===== config.mk =====
export PLATFORM = sky130hd
export DESIGN_NAME = modular_exponentiation
export DESIGN_NICKNAME = d
export VERILOG_FILES = /design/src/modexp_pkg.sv /design/src/modexp_mulser.sv /design/src/modular_exponentiation.sv
export SDC_FILE = /design/constraint.sdc
export NUM_CORES = 1
export LEC_CHECK = 0
export BUFFER_PORTS_ARGS = -buffer_cell sky130_fd_sc_hd__buf_2
export CORE_ASPECT_RATIO = 0.75
export CORE_UTILIZATION = 40
export CTS_CLUSTER_DIAMETER = 60
export CTS_CLUSTER_SIZE = 12
export DETAILED_ROUTE_END_ITERATION = 10
export GPL_ROUTABILITY_DRIVEN = 0
export HOLD_SLACK_MARGIN = 0.15
export PLACE_DENSITY = 0.57
export SLEW_MARGIN = 15
export SYNTH_ARGS = -nofsm -noshare
export SYNTH_HDL_FRONTEND = slang
export SYNTH_SLANG_ARGS = --single-unit

===== constraint.sdc =====
create_clock -name clock -period 7.7 [get_ports clock]
set_clock_uncertainty 0.15 [all_clocks]
set_input_delay 0.77 -clock clock [delete_from_list [all_inputs] [get_ports clock]]
set_output_delay 0.77 -clock clock [all_outputs]
set_load 0.03 [all_outputs]

===== src/modexp_pkg.sv =====
// ----------------------------------------------------------------------------
// modexp_pkg: shared constants and types for modular exponentiation
// Field widths, datapath widths and the operand bundle of the serial
// modular multiplier.
// ----------------------------------------------------------------------------
package modexp_pkg;

   // field widths at the ports
   localparam int BASE_WIDTH    = 32;
   localparam int EXPF_WIDTH    = 32;
   localparam int RESULT_WIDTH  = 32;
   localparam int MODF_WIDTH    = 32;

   // datapath widths
   localparam int MOD_WIDTH     = 32;
   localparam int EXP_WIDTH     = 32;

   // serial multiplier scans this many bits of its b operand
   localparam int SCAN_WIDTH    = (MOD_WIDTH > BASE_WIDTH) ? MOD_WIDTH : BASE_WIDTH;
   localparam int CNT_WIDTH     = $clog2(SCAN_WIDTH);

   localparam logic [MODF_WIDTH-1:0] MODULUS_RESET = MODF_WIDTH'(23);

   // operands of one pass of the two-lane serial multiplier
   typedef struct packed {
      logic [MOD_WIDTH-1:0]  a0;
      logic [MOD_WIDTH-1:0]  a1;
      logic [SCAN_WIDTH-1:0] b;
   } mul_cmd_type;

endpackage


===== src/modexp_mulser.sv =====
// ----------------------------------------------------------------------------
// modexp_mulser: two-lane bit-serial modular multiplier
// Computes a0*b mod m and a1*b mod m, one bit of b per cycle, msb first.
// A modulus of zero wraps at MOD_WIDTH bits.
// ----------------------------------------------------------------------------
module modexp_mulser
   import modexp_pkg::*;
(
   input  logic                 clock,
   input  logic                 reset,
   input  logic                 start,
   input  mul_cmd_type          cmd,
   input  logic [MOD_WIDTH-1:0] m,
   output logic                 done,
   output logic [MOD_WIDTH-1:0] r0,
   output logic [MOD_WIDTH-1:0] r1
);

   // r <- (2r + bit*a) mod m; with r < m and a <= m the sum stays below 3m
   function automatic logic [MOD_WIDTH-1:0] mod_step(
      input logic [MOD_WIDTH-1:0] r,
      input logic [MOD_WIDTH-1:0] a,
      input logic                 b_bit,
      input logic [MOD_WIDTH-1:0] mv
   );
      logic [MOD_WIDTH+1:0] sum;
      logic [MOD_WIDTH+1:0] m1;
      logic [MOD_WIDTH+1:0] m2;
      logic [MOD_WIDTH+1:0] d1;
      logic [MOD_WIDTH+1:0] d2;
      logic [MOD_WIDTH-1:0] res;
      sum = {1'b0, r, 1'b0} + (b_bit ? {2'b00, a} : '0);
      m1  = {2'b00, mv};
      m2  = {1'b0, mv, 1'b0};
      d1  = sum - m1;
      d2  = sum - m2;
      if (mv == '0) begin
         res = sum[MOD_WIDTH-1:0];
      end else if (sum >= m2) begin
         res = d2[MOD_WIDTH-1:0];
      end else if (sum >= m1) begin
         res = d1[MOD_WIDTH-1:0];
      end else begin
         res = sum[MOD_WIDTH-1:0];
      end
      return res;
   endfunction

   logic                  busy_ff, busy_in;
   logic                  done_ff, done_in;
   logic [CNT_WIDTH-1:0]  cnt_ff, cnt_in;
   logic [MOD_WIDTH-1:0]  a0_ff, a0_in;
   logic [MOD_WIDTH-1:0]  a1_ff, a1_in;
   logic [SCAN_WIDTH-1:0] b_ff, b_in;
   logic [MOD_WIDTH-1:0]  r0_ff, r0_in;
   logic [MOD_WIDTH-1:0]  r1_ff, r1_in;

   always_comb begin
      busy_in = busy_ff;
      done_in = 1'b0;
      cnt_in  = cnt_ff;
      a0_in   = a0_ff;
      a1_in   = a1_ff;
      b_in    = b_ff;
      r0_in   = r0_ff;
      r1_in   = r1_ff;
      if (start) begin
         busy_in = 1'b1;
         cnt_in  = CNT_WIDTH'(SCAN_WIDTH - 1);
         a0_in   = cmd.a0;
         a1_in   = cmd.a1;
         b_in    = cmd.b;
         r0_in   = '0;
         r1_in   = '0;
      end else if (busy_ff) begin
         r0_in = mod_step(r0_ff, a0_ff, b_ff[SCAN_WIDTH-1], m);
         r1_in = mod_step(r1_ff, a1_ff, b_ff[SCAN_WIDTH-1], m);
         b_in  = {b_ff[SCAN_WIDTH-2:0], 1'b0};
         cnt_in = cnt_ff - CNT_WIDTH'(1);
         if (cnt_ff == '0) begin
            busy_in = 1'b0;
            done_in = 1'b1;
         end
      end
   end

   always_ff @(posedge clock) begin
      if (reset) begin
         busy_ff <= 1'b0;
         done_ff <= 1'b0;
      end else begin
         busy_ff <= busy_in;
         done_ff <= done_in;
      end
      cnt_ff <= cnt_in;
      a0_ff  <= a0_in;
      a1_ff  <= a1_in;
      b_ff   <= b_in;
      r0_ff  <= r0_in;
      r1_ff  <= r1_in;
   end

   assign done = done_ff;
   assign r0   = r0_ff;
   assign r1   = r1_ff;

endmodule


===== src/modular_exponentiation.sv =====
// ----------------------------------------------------------------------------
// modular_exponentiation: base^exponent mod modulus
// Right-to-left square-and-multiply over a bit-serial modular multiplier.
//
//   channel  ports                          direction  carries
//   req      req_valid / req_stall          in         base value, exponent
//   rsp      rsp_valid / rsp_stall          out        power result
//   csr      csr_wr_en / csr_wr_data        in         modulus
//
// Each item reduces the base in one multiplier pass, then runs a launch step
// and one shared square/multiply pass per exponent bit up to the highest set
// bit, loads the output register and goes back to idle. An exponent of zero
// skips the multiplier and goes straight to the output register. One item is
// in work at a time; the output register frees the input side while a result
// waits under rsp_stall. Reset sets the modulus to 23 and empties the block.
// ----------------------------------------------------------------------------
module modular_exponentiation
   import modexp_pkg::*;
(
   input  logic                    clock,
   input  logic                    reset,
   input  logic                    req_valid,
   output logic                    req_stall,
   input  logic [BASE_WIDTH-1:0]   req_base_value,
   input  logic [EXPF_WIDTH-1:0]   req_exponent,
   output logic                    rsp_valid,
   input  logic                    rsp_stall,
   output logic [RESULT_WIDTH-1:0] rsp_power_result,
   input  logic                    csr_wr_en,
   input  logic [MODF_WIDTH-1:0]   csr_wr_data
);

   localparam int MW_MAX = (MOD_WIDTH > MODF_WIDTH) ? MOD_WIDTH : MODF_WIDTH;
   localparam int EW_MAX = (EXP_WIDTH > EXPF_WIDTH) ? EXP_WIDTH : EXPF_WIDTH;
   localparam int RW_MAX = (MOD_WIDTH > RESULT_WIDTH) ? MOD_WIDTH : RESULT_WIDTH;

   typedef enum logic [2:0] {
      ST_IDLE,
      ST_REDUCE,
      ST_STEP,
      ST_MUL,
      ST_DONE
   } state_type;

   state_type             state_ff, state_in;
   logic [MODF_WIDTH-1:0] modulus_ff, modulus_in;
   logic [EXP_WIDTH-1:0]  exp_ff, exp_in;
   logic [MOD_WIDTH-1:0]  result_ff, result_in;
   logic [MOD_WIDTH-1:0]  power_ff, power_in;
   logic                  rsp_valid_ff, rsp_valid_in;
   logic [RESULT_WIDTH-1:0] rsp_data_ff, rsp_data_in;

   logic [MW_MAX-1:0]     mod_ext;
   logic [MOD_WIDTH-1:0]  mod_val;
   logic [EW_MAX-1:0]     exp_ext;
   logic [EXP_WIDTH-1:0]  exp_val;
   logic [RW_MAX-1:0]     res_ext;
   logic                  accept;
   logic                  mul_start;
   mul_cmd_type           mul_cmd;
   logic                  mul_done;
   logic [MOD_WIDTH-1:0]  mul_r0;
   logic [MOD_WIDTH-1:0]  mul_r1;
   logic                  out_free;

   assign mod_ext = MW_MAX'(modulus_ff);
   assign mod_val = mod_ext[MOD_WIDTH-1:0];
   assign exp_ext = EW_MAX'(req_exponent);
   assign exp_val = exp_ext[EXP_WIDTH-1:0];
   assign res_ext = RW_MAX'(result_ff);

   assign req_stall = (state_ff != ST_IDLE);
   assign accept    = req_valid && !req_stall;
   assign out_free  = !rsp_valid_ff || !rsp_stall;

   // base pass multiplies the base by one; exponent passes square the power
   // in lane 1 and multiply it into the running result in lane 0
   always_comb begin
      mul_start = 1'b0;
      mul_cmd   = '{a0: result_ff, a1: power_ff, b: SCAN_WIDTH'(power_ff)};
      if (accept && exp_val != '0) begin
         mul_start = 1'b1;
         mul_cmd   = '{a0: MOD_WIDTH'(1), a1: MOD_WIDTH'(1),
                       b: SCAN_WIDTH'(req_base_value)};
      end else if (state_ff == ST_STEP) begin
         mul_start = 1'b1;
      end
   end

   modexp_mulser u_mulser (
      .clock (clock),
      .reset (reset),
      .start (mul_start),
      .cmd   (mul_cmd),
      .m     (mod_val),
      .done  (mul_done),
      .r0    (mul_r0),
      .r1    (mul_r1)
   );

   always_comb begin
      state_in     = state_ff;
      modulus_in   = csr_wr_en ? csr_wr_data : modulus_ff;
      exp_in       = exp_ff;
      result_in    = result_ff;
      power_in     = power_ff;
      rsp_valid_in = rsp_valid_ff && rsp_stall;
      rsp_data_in  = rsp_data_ff;
      unique case (state_ff)
         ST_IDLE: begin
            if (accept) begin
               exp_in    = exp_val;
               result_in = MOD_WIDTH'(1);
               state_in  = (exp_val == '0) ? ST_DONE : ST_REDUCE;
            end
         end
         ST_REDUCE: begin
            if (mul_done) begin
               power_in = mul_r1;
               state_in = ST_STEP;
            end
         end
         ST_STEP: begin
            state_in = ST_MUL;
         end
         ST_MUL: begin
            if (mul_done) begin
               if (exp_ff[0]) begin
                  result_in = mul_r0;
               end
               power_in = mul_r1;
               exp_in   = exp_ff >> 1;
               // stop once no set exponent bit remains
               state_in = ((exp_ff >> 1) == '0) ? ST_DONE : ST_STEP;
            end
         end
         ST_DONE: begin
            if (out_free) begin
               rsp_valid_in = 1'b1;
               rsp_data_in  = res_ext[RESULT_WIDTH-1:0];
               state_in     = ST_IDLE;
            end
         end
         default: begin
            state_in = ST_IDLE;
         end
      endcase
   end

   always_ff @(posedge clock) begin
      if (reset) begin
         state_ff     <= ST_IDLE;
         modulus_ff   <= MODULUS_RESET;
         rsp_valid_ff <= 1'b0;
      end else begin
         state_ff     <= state_in;
         modulus_ff   <= modulus_in;
         rsp_valid_ff <= rsp_valid_in;
      end
      exp_ff      <= exp_in;
      result_ff   <= result_in;
      power_ff    <= power_in;
      rsp_data_ff <= rsp_data_in;
   end

   assign rsp_valid        = rsp_valid_ff;
   assign rsp_power_result = rsp_data_ff;

endmodule

# --- After elaboration in Yosys (flattened, before gate mapping) ---
# Index checks and enable logic that the tools add are counted.
word_totals:
  regBits: 331
  out_inout_bits: 34
  wordCells: 92
op_classes:
  n_lt_le_gt_ge: 4
  n_reduce_logical: 23
  n_bitwise: 1
  add_sub_neg: 7
  eq_ne: 9
  mux: 33
ops:
  columns: ["op", "n"]
  rows:
  - ["$mux W32", 16]
  - ["$pmux W32 S2", 2]
  - ["$sub A32 B32 Y32", 4]
  - ["$logic_not A32 Y1", 3]
  - ["$add A33 B32 Y34", 2]
  - ["$ge A34 B32 Y1", 2]
  - ["$ge A34 B33 Y1", 2]
  - ["$reduce_bool A32 Y1", 1]
  - ["$mux W3", 6]
  - ["$pmux W3 S5", 1]
  - ["$mux W1", 8]
  - ["$reduce_and A4 Y1", 2]
  - ["$eq A3 B2 Y1 const B", 2]
  - ["$ne A2 B2 Y1 const B", 3]
  - ["$logic_not A5 Y1", 1]
  - ["$sub A5 B1 Y5 const B", 1]
  - ["$ne A2 B1 Y1 const B", 2]
  - ["$reduce_and A2 Y1", 2]
  - ["$reduce_bool A2 Y1", 2]
  - ["$eq A3 B1 Y1 const B", 1]
  - ["$eq A3 B3 Y1 const B", 1]
  - ["$logic_and A1 B1 Y1", 3]
  - ["$logic_not A1 Y1", 3]
  - ["$logic_not A3 Y1", 1]
  - ["other kinds (6)", 6]

# --- Depth between registers and ports, before layout ---
# Gate-level depths: netlist (run 1).
depth:
  word_depth: 6
  mapped_depth: 28
  mapped_depth_nobuf: 23

# --- By module ---
# Synthesis (run 1) repeated with hierarchy kept, for this count alone.
unflattened:
  cells_unflattened: 2599
  area_unflattened_um2: 24089.4
modules_own_cells:
  columns: ["mod", "n_inst", "area_per_inst_um2", "seq_area_each_um2", "cells_each"]
  rows:
  - ["modexp_mulser", 1, 17275.3, 4304.1, 2068]
  - ["modular_exponentiation", 1, 6814.0, 4564.4, 531]

# --- Worst setup path before layout (run 1) ---
# OpenSTA, ideal clock, no wires.
synth_path:
  kind: "register to register"
  startpoint: "reg u_mulser.b_ff[31]"
  endpoint: "reg u_mulser.r0_ff[4] (netlist: u_mulser.r0[4])"
  slack_ps: 2225
  stages_incl_launch_ff: 29
  setup_ps: 237
  required_time_ps: 7313
  t_arrival_ps: 5087
  period_less_slack_ps: 5475
  cell_sequence: "edfxtp_1 > clkbuf_1 > clkbuf_1 > and2_1 > ha_1 > inv_1 > fa_1 > nor2b_1 > o31a_1 > o21ai_0 > nand2b_1 > a21o_1 > a21o_1 > a21boi_0 > xnor2_1 > ha_1 > buf_2 > a211o_1 > a2111oi_0 > nor2_1 > a221oi_2 > nand4_1 > nand2_1 > nor2b_1 > buf_4 > buf_2 > nor4_1 > nor4_1 > nor3_1"
synth_between:
  elab_chain_cells: 6
  word_cells_on_any_way: 9
synth_lines:
  columns: ["element", "line", "source"]
  rows:
  - ["from (decl)", "modexp_mulser.sv:54", "logic [SCAN_WIDTH-1:0] b_ff, b_in;"]
  - ["from (signal assigned)", "modexp_mulser.sv:98", "b_ff <= b_in;"]
  - ["$mux W32 *", "modexp_mulser.sv:32", "sum = {1'b0, r, 1'b0} + (b_bit ? {2'b00, a} : '0);"]
  - ["$add A33 B32 Y34 *", "modexp_mulser.sv:32", null]
  - ["$sub A32 B32 Y32 or $ge A34 B32 Y1 (tied branches)", "modexp_mulser.sv:35, modexp_mulser.sv:41", null]
  - ["$mux W32", "modexp_mulser.sv:41", "end else if (sum >= m1) begin"]
  - ["$mux W32", "modexp_mulser.sv:39", "end else if (sum >= m2) begin"]
  - ["$mux W32 *", "modexp_mulser.sv:37", "if (mv == '0) begin"]
  - ["to (signal assigned)", "modexp_mulser.sv:99", "r0_ff <= r0_in;"]
  - ["to (decl)", "modexp_mulser.sv:55", "logic [MOD_WIDTH-1:0] r0_ff, r0_in;"]
# Mark *: on every way between the ends. The rest lies on a longest branch, timed or not.
# A chain may end at the register's enable or synchronous reset.

# --- Worst setup path after layout (run 1) ---
layout_path:
  startpoint: "reg u_mulser.b_ff[31]"
  endpoint: "reg u_mulser.r0_ff[14] (netlist: u_mulser.r0[14])"
# Same word-level chain as after synthesis.

==> results of run 1 <==
[critical path, delay by kind of cell (launching register included)]
kind | cells | cell delay (ps)
flops | 1 | 600
compound gates | 14 | 3230
fa+ha+maj | 3 | 1050
buf+inv | 2 | 360
xor+xnor | 1 | 730
simple gates | 4 | 720
[flip-flops by register name, indices dropped and copies added, names as in the netlist]
name              flops
exp_ff               32
mod_ext              32
power_ff             32
res_ext              32
rsp_power_result     32
u_mulser.a0_ff       32
u_mulser.a1_ff       32
u_mulser.b_ff        32
u_mulser.r0          32
u_mulser.r1          32
u_mulser.cnt_ff       5
state_ff              3
rsp_valid             1
u_mulser.busy_ff      1
u_mulser.done         1
[Yosys cell counts (12+ instances only)]
cell      number
o21ai_0      164
o21bai_1      18
dfxtp_1      107
inv_1         91
o21a_1        26
and2_1       165
nor3_1        40
a31oi_1       27
nor2_1       180
o211ai_1      26
a21o_1        85
clkbuf_1      81
xnor2_1      117
a211o_1       12
or3_1         13
nor2b_1       18
a211oi_1      21
xor2_1        48
a221oi_1      15
nand4_1       34
a21oi_1      221
edfxtp_1     224
o221ai_1      19
and3_1        20
nand2b_1      30
nand2_1      288
nand3_1       49
mux2i_1       36
ha_1         191
nor4_1        34
[kinds of logic after synthesis]
group           Yosys count
simple gates            907
compound gates          767
flops                   331
fa+ha+maj               197
buf+inv                 190
xor+xnor                166
mux                      42
[power by group through the flow]
stage	Clock (uW)	Sequential, uW	Combinational [uW]
after detailed placement	0	2360	7200
final	1730	2330	7550
after floorplan	0	2240	5290
after CTS	1760	2320	7230
after global routing	1820	2350	8100
after global placement	0	2360	7110
[worst max-delay path by stage]
| stage | start | endpoint | slack [ps] |
|---|---|---|---|
| after floorplan | u_mulser.b_ff[31]$_DFFE_PP_ | u_mulser.r0[4]$_SDFFE_PN0P_ | 2230 |
| after global placement | u_mulser.b_ff[31]$_DFFE_PP_ | u_mulser.r0[25]$_SDFFE_PN0P_ | 1040 |
| after detailed placement | u_mulser.b_ff[31]$_DFFE_PP_ | u_mulser.r0[25]$_SDFFE_PN0P_ | 930 |
| after CTS | u_mulser.b_ff[31]$_DFFE_PP_ | u_mulser.r0[25]$_SDFFE_PN0P_ | 890 |
| after global routing | u_mulser.b_ff[31]$_DFFE_PP_ | u_mulser.r0[24]$_SDFFE_PN0P_ | 440 |
| final | u_mulser.b_ff[31]$_DFFE_PP_ | u_mulser.r0[14]$_SDFFE_PN0P_ | 720 |
[area by class of cell]
class | instances | area share
clock buffers | 57 | 0.03876
clock inverters | 8 | 0.004509
inverters | 91 | 0.01314
multi-input cells | 2079 | 0.5330
flip-flops and latches | 331 | 0.3400
well taps | 780 | 0.03741
repair buffers | 158 | 0.03310
[through the flow]
stage	setup slack, ps	utilization
floorplan	2225	-
global placement	1039	0.4320
detailed placement	934.6	0.4320
CTS	892.6	0.4516
global route	439.1	0.4519
finish	716.4	0.4519
[layer usage]
layer | track usage | share of wire
met1 | 0.4276 | 0.50
met2 | 0.3235 | 0.35
met3 | 0.06379 | 0.12
met4 | 0.05716 | 0.020
met5 | 0 | 0
==> results_dict.tcl, run 1 <==
set metrics [dict create \
    cts.sink_count 331 \
    multi_input_comb_area_um2 13900 \
    synth_top_area_cell "edfxtp_1" \
    cts_setup_buffers 0 \
    die_h_um 211.7 \
    reg2reg_slack_ps 720 \
    htreeDepth 2 \
    r2r-start "u_mulser.b_ff[31]$_DFFE_PP_" \
    hp-start "csr_wr_data[31]" \
    switching_power_uw 5777 \
    required_ps 7990 \
    cellPowerDensity_nw_per_um2 445.0 \
    synth_seq_area_share 0.3780 \
    worst_slew_pin_slew_ps 932.5 \
    netSwitchingFraction 0.4977 \
    finalSetupViolCount 0 \
    dp.cells 3438 \
    arrival_ps 7270 \
    cp-start-kind "flip-flop" \
    slew_violations 0 \
    rsz0062_at_grt "false" \
    holdPathStages 3 \
    cts_tree "yes" \
    period_minus_slack_ps 6984 \
    ys_top_cells_by_area "edfxtp_1 (29%), ha_1 (10%), dfxtp_1 (9.1%)" \
    slowest_delay_ps 730 \
    synthSimpleGateAreaFrac 0.1904 \
    grt-ovfl-total 0 \
    syn2layout_area_growth_pct 11.18 \
    seqPwrFrac 0.201 \
    synth_top_family_by_area "compound AO/OA/AOI/OAI gates" \
    layout_common_cells "nand2_1 (288), edfxtp_1 (224), a21oi_1 (220)" \
    dpl_cell_area_um2 24940 \
    start_util 0.4065 \
    regArea_um2 8870 \
    synthArstFlopShare 0 \
    crit_top_cell "a21oi_1" \
    synth.avg_cell_area_um2 9.024 \
    power_frac_clock 0.149 \
    whs_endpoint "mod_ext[31]$_SDFFE_PP0P_" \
    ctsHoldBuffers 0 \
    grt_pass1_wl_um 117700 \
    dieWidth_um 281.7 \
    antenna_found_initial 2 \
    fp.dieArea_um2 59640 \
    drcViolationCount 0 \
    final_common_cell "nand2_1" \
    yosysUniqueCellTypes 86 \
    dr.pass1.iters 6 \
    finalSetupTns_ps 0 \
    ff2ff_path_depth 24 \
    cts_resized 0 \
    synth_compound_area_frac 0.2124 \
    synth-edff-count 224 \
    vias 20870 \
    power_uw 11610 \
    io_buffers 134 \
    combPwrFrac 0.650 \
    grt_max_degree 87 \
    via_per_inst 5.956 \
    status "complete, no violations" \
    p_leak_uw 0.01072 \
    synth_flop_cell "edfxtp_1" \
    drive_gt1_frac 0.09398 \
    syn_nets 2898 \
    clk_latency_ps 570 \
    clk_pin_slew_ps 60 \
    ant_nets 0 \
    path_class "flip-flop to flip-flop" \
    crit_slowest_cell "xnor2_1" \
    fillers 5593 \
    synth_mux_area_frac 0.01824 \
    final_nets 2995 \
    holdWs_ps 280.6 \
    hp-class "primary input to flip-flop" \
    synthAdderAreaFrac 0.1070 \
    dp_hpwl_um 60160 \
    cp_max_fo 28 \
    max_freq_ghz 0.1432 \
    grt_util_all_layers 0.2595 \
    cp-end-kind "flip-flop" \
    instances_no_fill 3504 \
    synthCells 2600 \
    totalWireLength_um 77660 \
    cts_buffers 36 \
    yosysWarnings 0 \
    diodes 0 \
    relSlewSlack 0.3783 \
    cts_buffer_depth 3 \
    stdcell_area_um2 26090 \
    io_pins 135 \
    first_global_vias 19240 \
    maxCapViolations 0 \
    cts_root_buf "clkbuf_16" \
    cp_cell_sequence "and2_1 > ha_1 > inv_1 > fa_1 > nor2b_1 > o31a_1 > o21bai_1 > a21oi_1 > nor2b_1 > o21ai_0 > a21boi_0 > xnor2_1 > ha_1 > a21o_1 > a21oi_1 > o21ai_0 > a21oi_1 > o21ai_0 > a221oi_2 > o21a_1 > buf_4 > nor2_2 > a221oi_1 > a21oi_1" \
    detail_route.wl_per_cell_um 22.16 \
    synthXorXnorAreaFrac 0.06229 \
    hold_violations 0 \
    syn_area_um2 23460 \
    r2r-end "u_mulser.r0[14]$_SDFFE_PN0P_" \
    fp.coreArea_um2 57720 \
    rows 76 \
    yosys.area.top_type_share 0.2867 \
    internal_power_uw 5830 \
    max-vdd-ir-drop_mv 0.2438 \
    synth_seq_cells 331 \
    drt_iter0_drc 2588 \
    fin_crit_sh 0.9070 \
]
No activity file was read; power rests on OpenSTA's default activity.
==> run 2: changes to the inputs <==
Settings changed: CTS_BUF_LIST set to sky130_fd_sc_hd__clkbuf_8, RECOVER_POWER set to 50.
==> results_dict.tcl, run 2 (synthesized netlist as in run 1, its figures left out) <==
set metrics [dict create \
    power_uw 11080 \
    r2r-end "u_mulser.r0[25]$_SDFFE_PN0P_" \
    grt_max_degree 87 \
    maxCapViolations 7 \
    required_ps 8070 \
    violations "max-capacitance violations, max-slew violations" \
    final_nets 2995 \
    arrival_ps 7360 \
    htreeDepth 2 \
    cts_root_buf "clkbuf_8" \
    ff2ff_path_depth 24 \
    antenna_found_initial 2 \
    dp_hpwl_um 60160 \
    relSlewSlack -0.8156 \
    dieWidth_um 281.7 \
    via_per_inst 5.920 \
    dr.pass1.iters 6 \
    ant_nets 0 \
    worst_slew_pin_slew_ps 2723 \
    p_leak_uw 0.01045 \
    die_h_um 211.7 \
    grt_pass1_wl_um 117400 \
    max_freq_ghz 0.1431 \
    timing.final.ws_setup_ps 710.2 \
    whs_endpoint "mod_ext[31]$_SDFFE_PP0P_" \
    io_buffers 134 \
    status "finished with violations" \
    reg2reg_slack_ps 710 \
    totalWireLength_um 77500 \
    hold_violations 0 \
    cts.sink_count 331 \
    cp_max_fo 28 \
    path_class "flip-flop to flip-flop" \
    cts_setup_buffers 0 \
    start_util 0.4065 \
    ctsHoldBuffers 0 \
    holdWs_ps 216.7 \
    fin_crit_sh 0.9078 \
    drcViolationCount 0 \
    period_minus_slack_ps 6990 \
    syn2layout_area_growth_pct 8.991 \
    place_ws_ps 934.6 \
    holdPathStages 3 \
    hp-start "csr_wr_data[31]" \
    clk_pin_slew_ps 80 \
    cts_buffer_depth 3 \
    cts_buffers 36 \
    vias 20750 \
    finalSetupTns_ps 0 \
    rsz0062_at_grt "false" \
    layout_common_cells "nand2_1 (288), edfxtp_1 (224), a21oi_1 (220)" \
    clk_latency_ps 630 \
    r2r-start "u_mulser.b_ff[31]$_DFFE_PP_" \
    grt_util_all_layers 0.2590 \
    detail_route.wl_per_cell_um 22.11 \
    io_pins 135 \
    cp-start-kind "flip-flop" \
    cts_tree "yes" \
    drt_iter0_drc 2618 \
    fp.dieArea_um2 59640 \
    fp.coreArea_um2 57720 \
    cellPowerDensity_nw_per_um2 433.4 \
    hp-class "primary input to flip-flop" \
    final_common_cell "nand2_1" \
    grt-ovfl-total 0 \
    rows 76 \
    max-vdd-ir-drop_mv 0.2147 \
    drive_gt1_frac 0.07819 \
    cp-end-kind "flip-flop" \
    first_global_vias 19190 \
    cts_resized 0 \
    slew_violations 294 \
    finalSetupViolCount 0 \
]
## run 2: cell types whose count changed in the layout (fill, tap and decap cells not counted), sizes merged
cell and change:
diode +1, clkbuf +21, buf -40, inv +19
## run 2: layout make-up
cell class / instances / area [um2]
tap: 780 / 975.9
clock inverter: 27 / 180.2
inverter: 91 / 342.8
timing repair buffer: 158 / 788.3
sequential: 331 / 8870
antenna: 1 / 2.502
multi-input combinational: 2079 / 13890
clock buffer: 38 / 523.0
fill: 5681 / 32150
## run 2: worst max path at each step
| stage | from | end | slack, ps | cells past startpoint |
|---|---|---|---|---|
| 2_1_floorplan | u_mulser.b_ff[31]$_DFFE_PP_ | u_mulser.r0[4]$_SDFFE_PN0P_ | 2230 | 28 |
| 3_3_place_gp | u_mulser.b_ff[31]$_DFFE_PP_ | u_mulser.r0[25]$_SDFFE_PN0P_ | 1040 | 24 |
| 3_5_place_dp | u_mulser.b_ff[31]$_DFFE_PP_ | u_mulser.r0[25]$_SDFFE_PN0P_ | 930 | 24 |
| 4_1_cts | u_mulser.b_ff[31]$_DFFE_PP_ | u_mulser.r0[25]$_SDFFE_PN0P_ | 880 | 24 |
| 5_1_grt | u_mulser.b_ff[31]$_DFFE_PP_ | u_mulser.r0[24]$_SDFFE_PN0P_ | 430 | 24 |
| 6_report | u_mulser.b_ff[31]$_DFFE_PP_ | u_mulser.r0[25]$_SDFFE_PN0P_ | 710 | 24 |
## run 2: critical path, stage by stage (launching register included)
cell and delay, ps:
edfxtp_1 600, and2_1 210, ha_1 190, inv_1 60, fa_1 410, nor2b_1 190
o31a_1 210, o21bai_1 160, a2111o_1 500, nand2_1 150, a21o_1 130, a21oi_1 70
xnor2_1 590, ha_1 330, nand3_1 200, nor4_1 550, nand4_1 230, nand2_1 140
a211o_1 140, a31oi_1 60, o21a_1 130, buf_4 230, nor2_2 580, nand3_1 320
a32o_1 340
## run 2: report_power, final
group / total (uW) / internal [uW] / switching, uW
clock: 1220 / 535 / 685
sequential: 2330 / 2120 / 208
combinational: 7540 / 2730 / 4810
## run 2: through the flow
stage / instance area (um2) / instances / util
2_1_floorplan: 23460 / 2600 / -
5_1_grt: 25570 / 3504 / 0.4430
3_3_place_gp: 24940 / 3438 / 0.4320
3_5_place_dp: 24940 / 3438 / 0.4320
4_1_cts: 25640 / 3503 / 0.4442
6_report: 25570 / 3505 / 0.4430
## run 2: routing by layer
| layer | up-vias | share of wire | global-route usage |
|---|---|---|---|
| li1 | 9768 | - | - |
| met1 | 9858 | 0.51 | 0.4278 |
| met2 | 1019 | 0.35 | 0.3216 |
| met3 | 104 | 0.12 | 0.06346 |
| met4 | 2 | 0.020 | 0.05753 |
| met5 | - | 0.00017 | 0 |
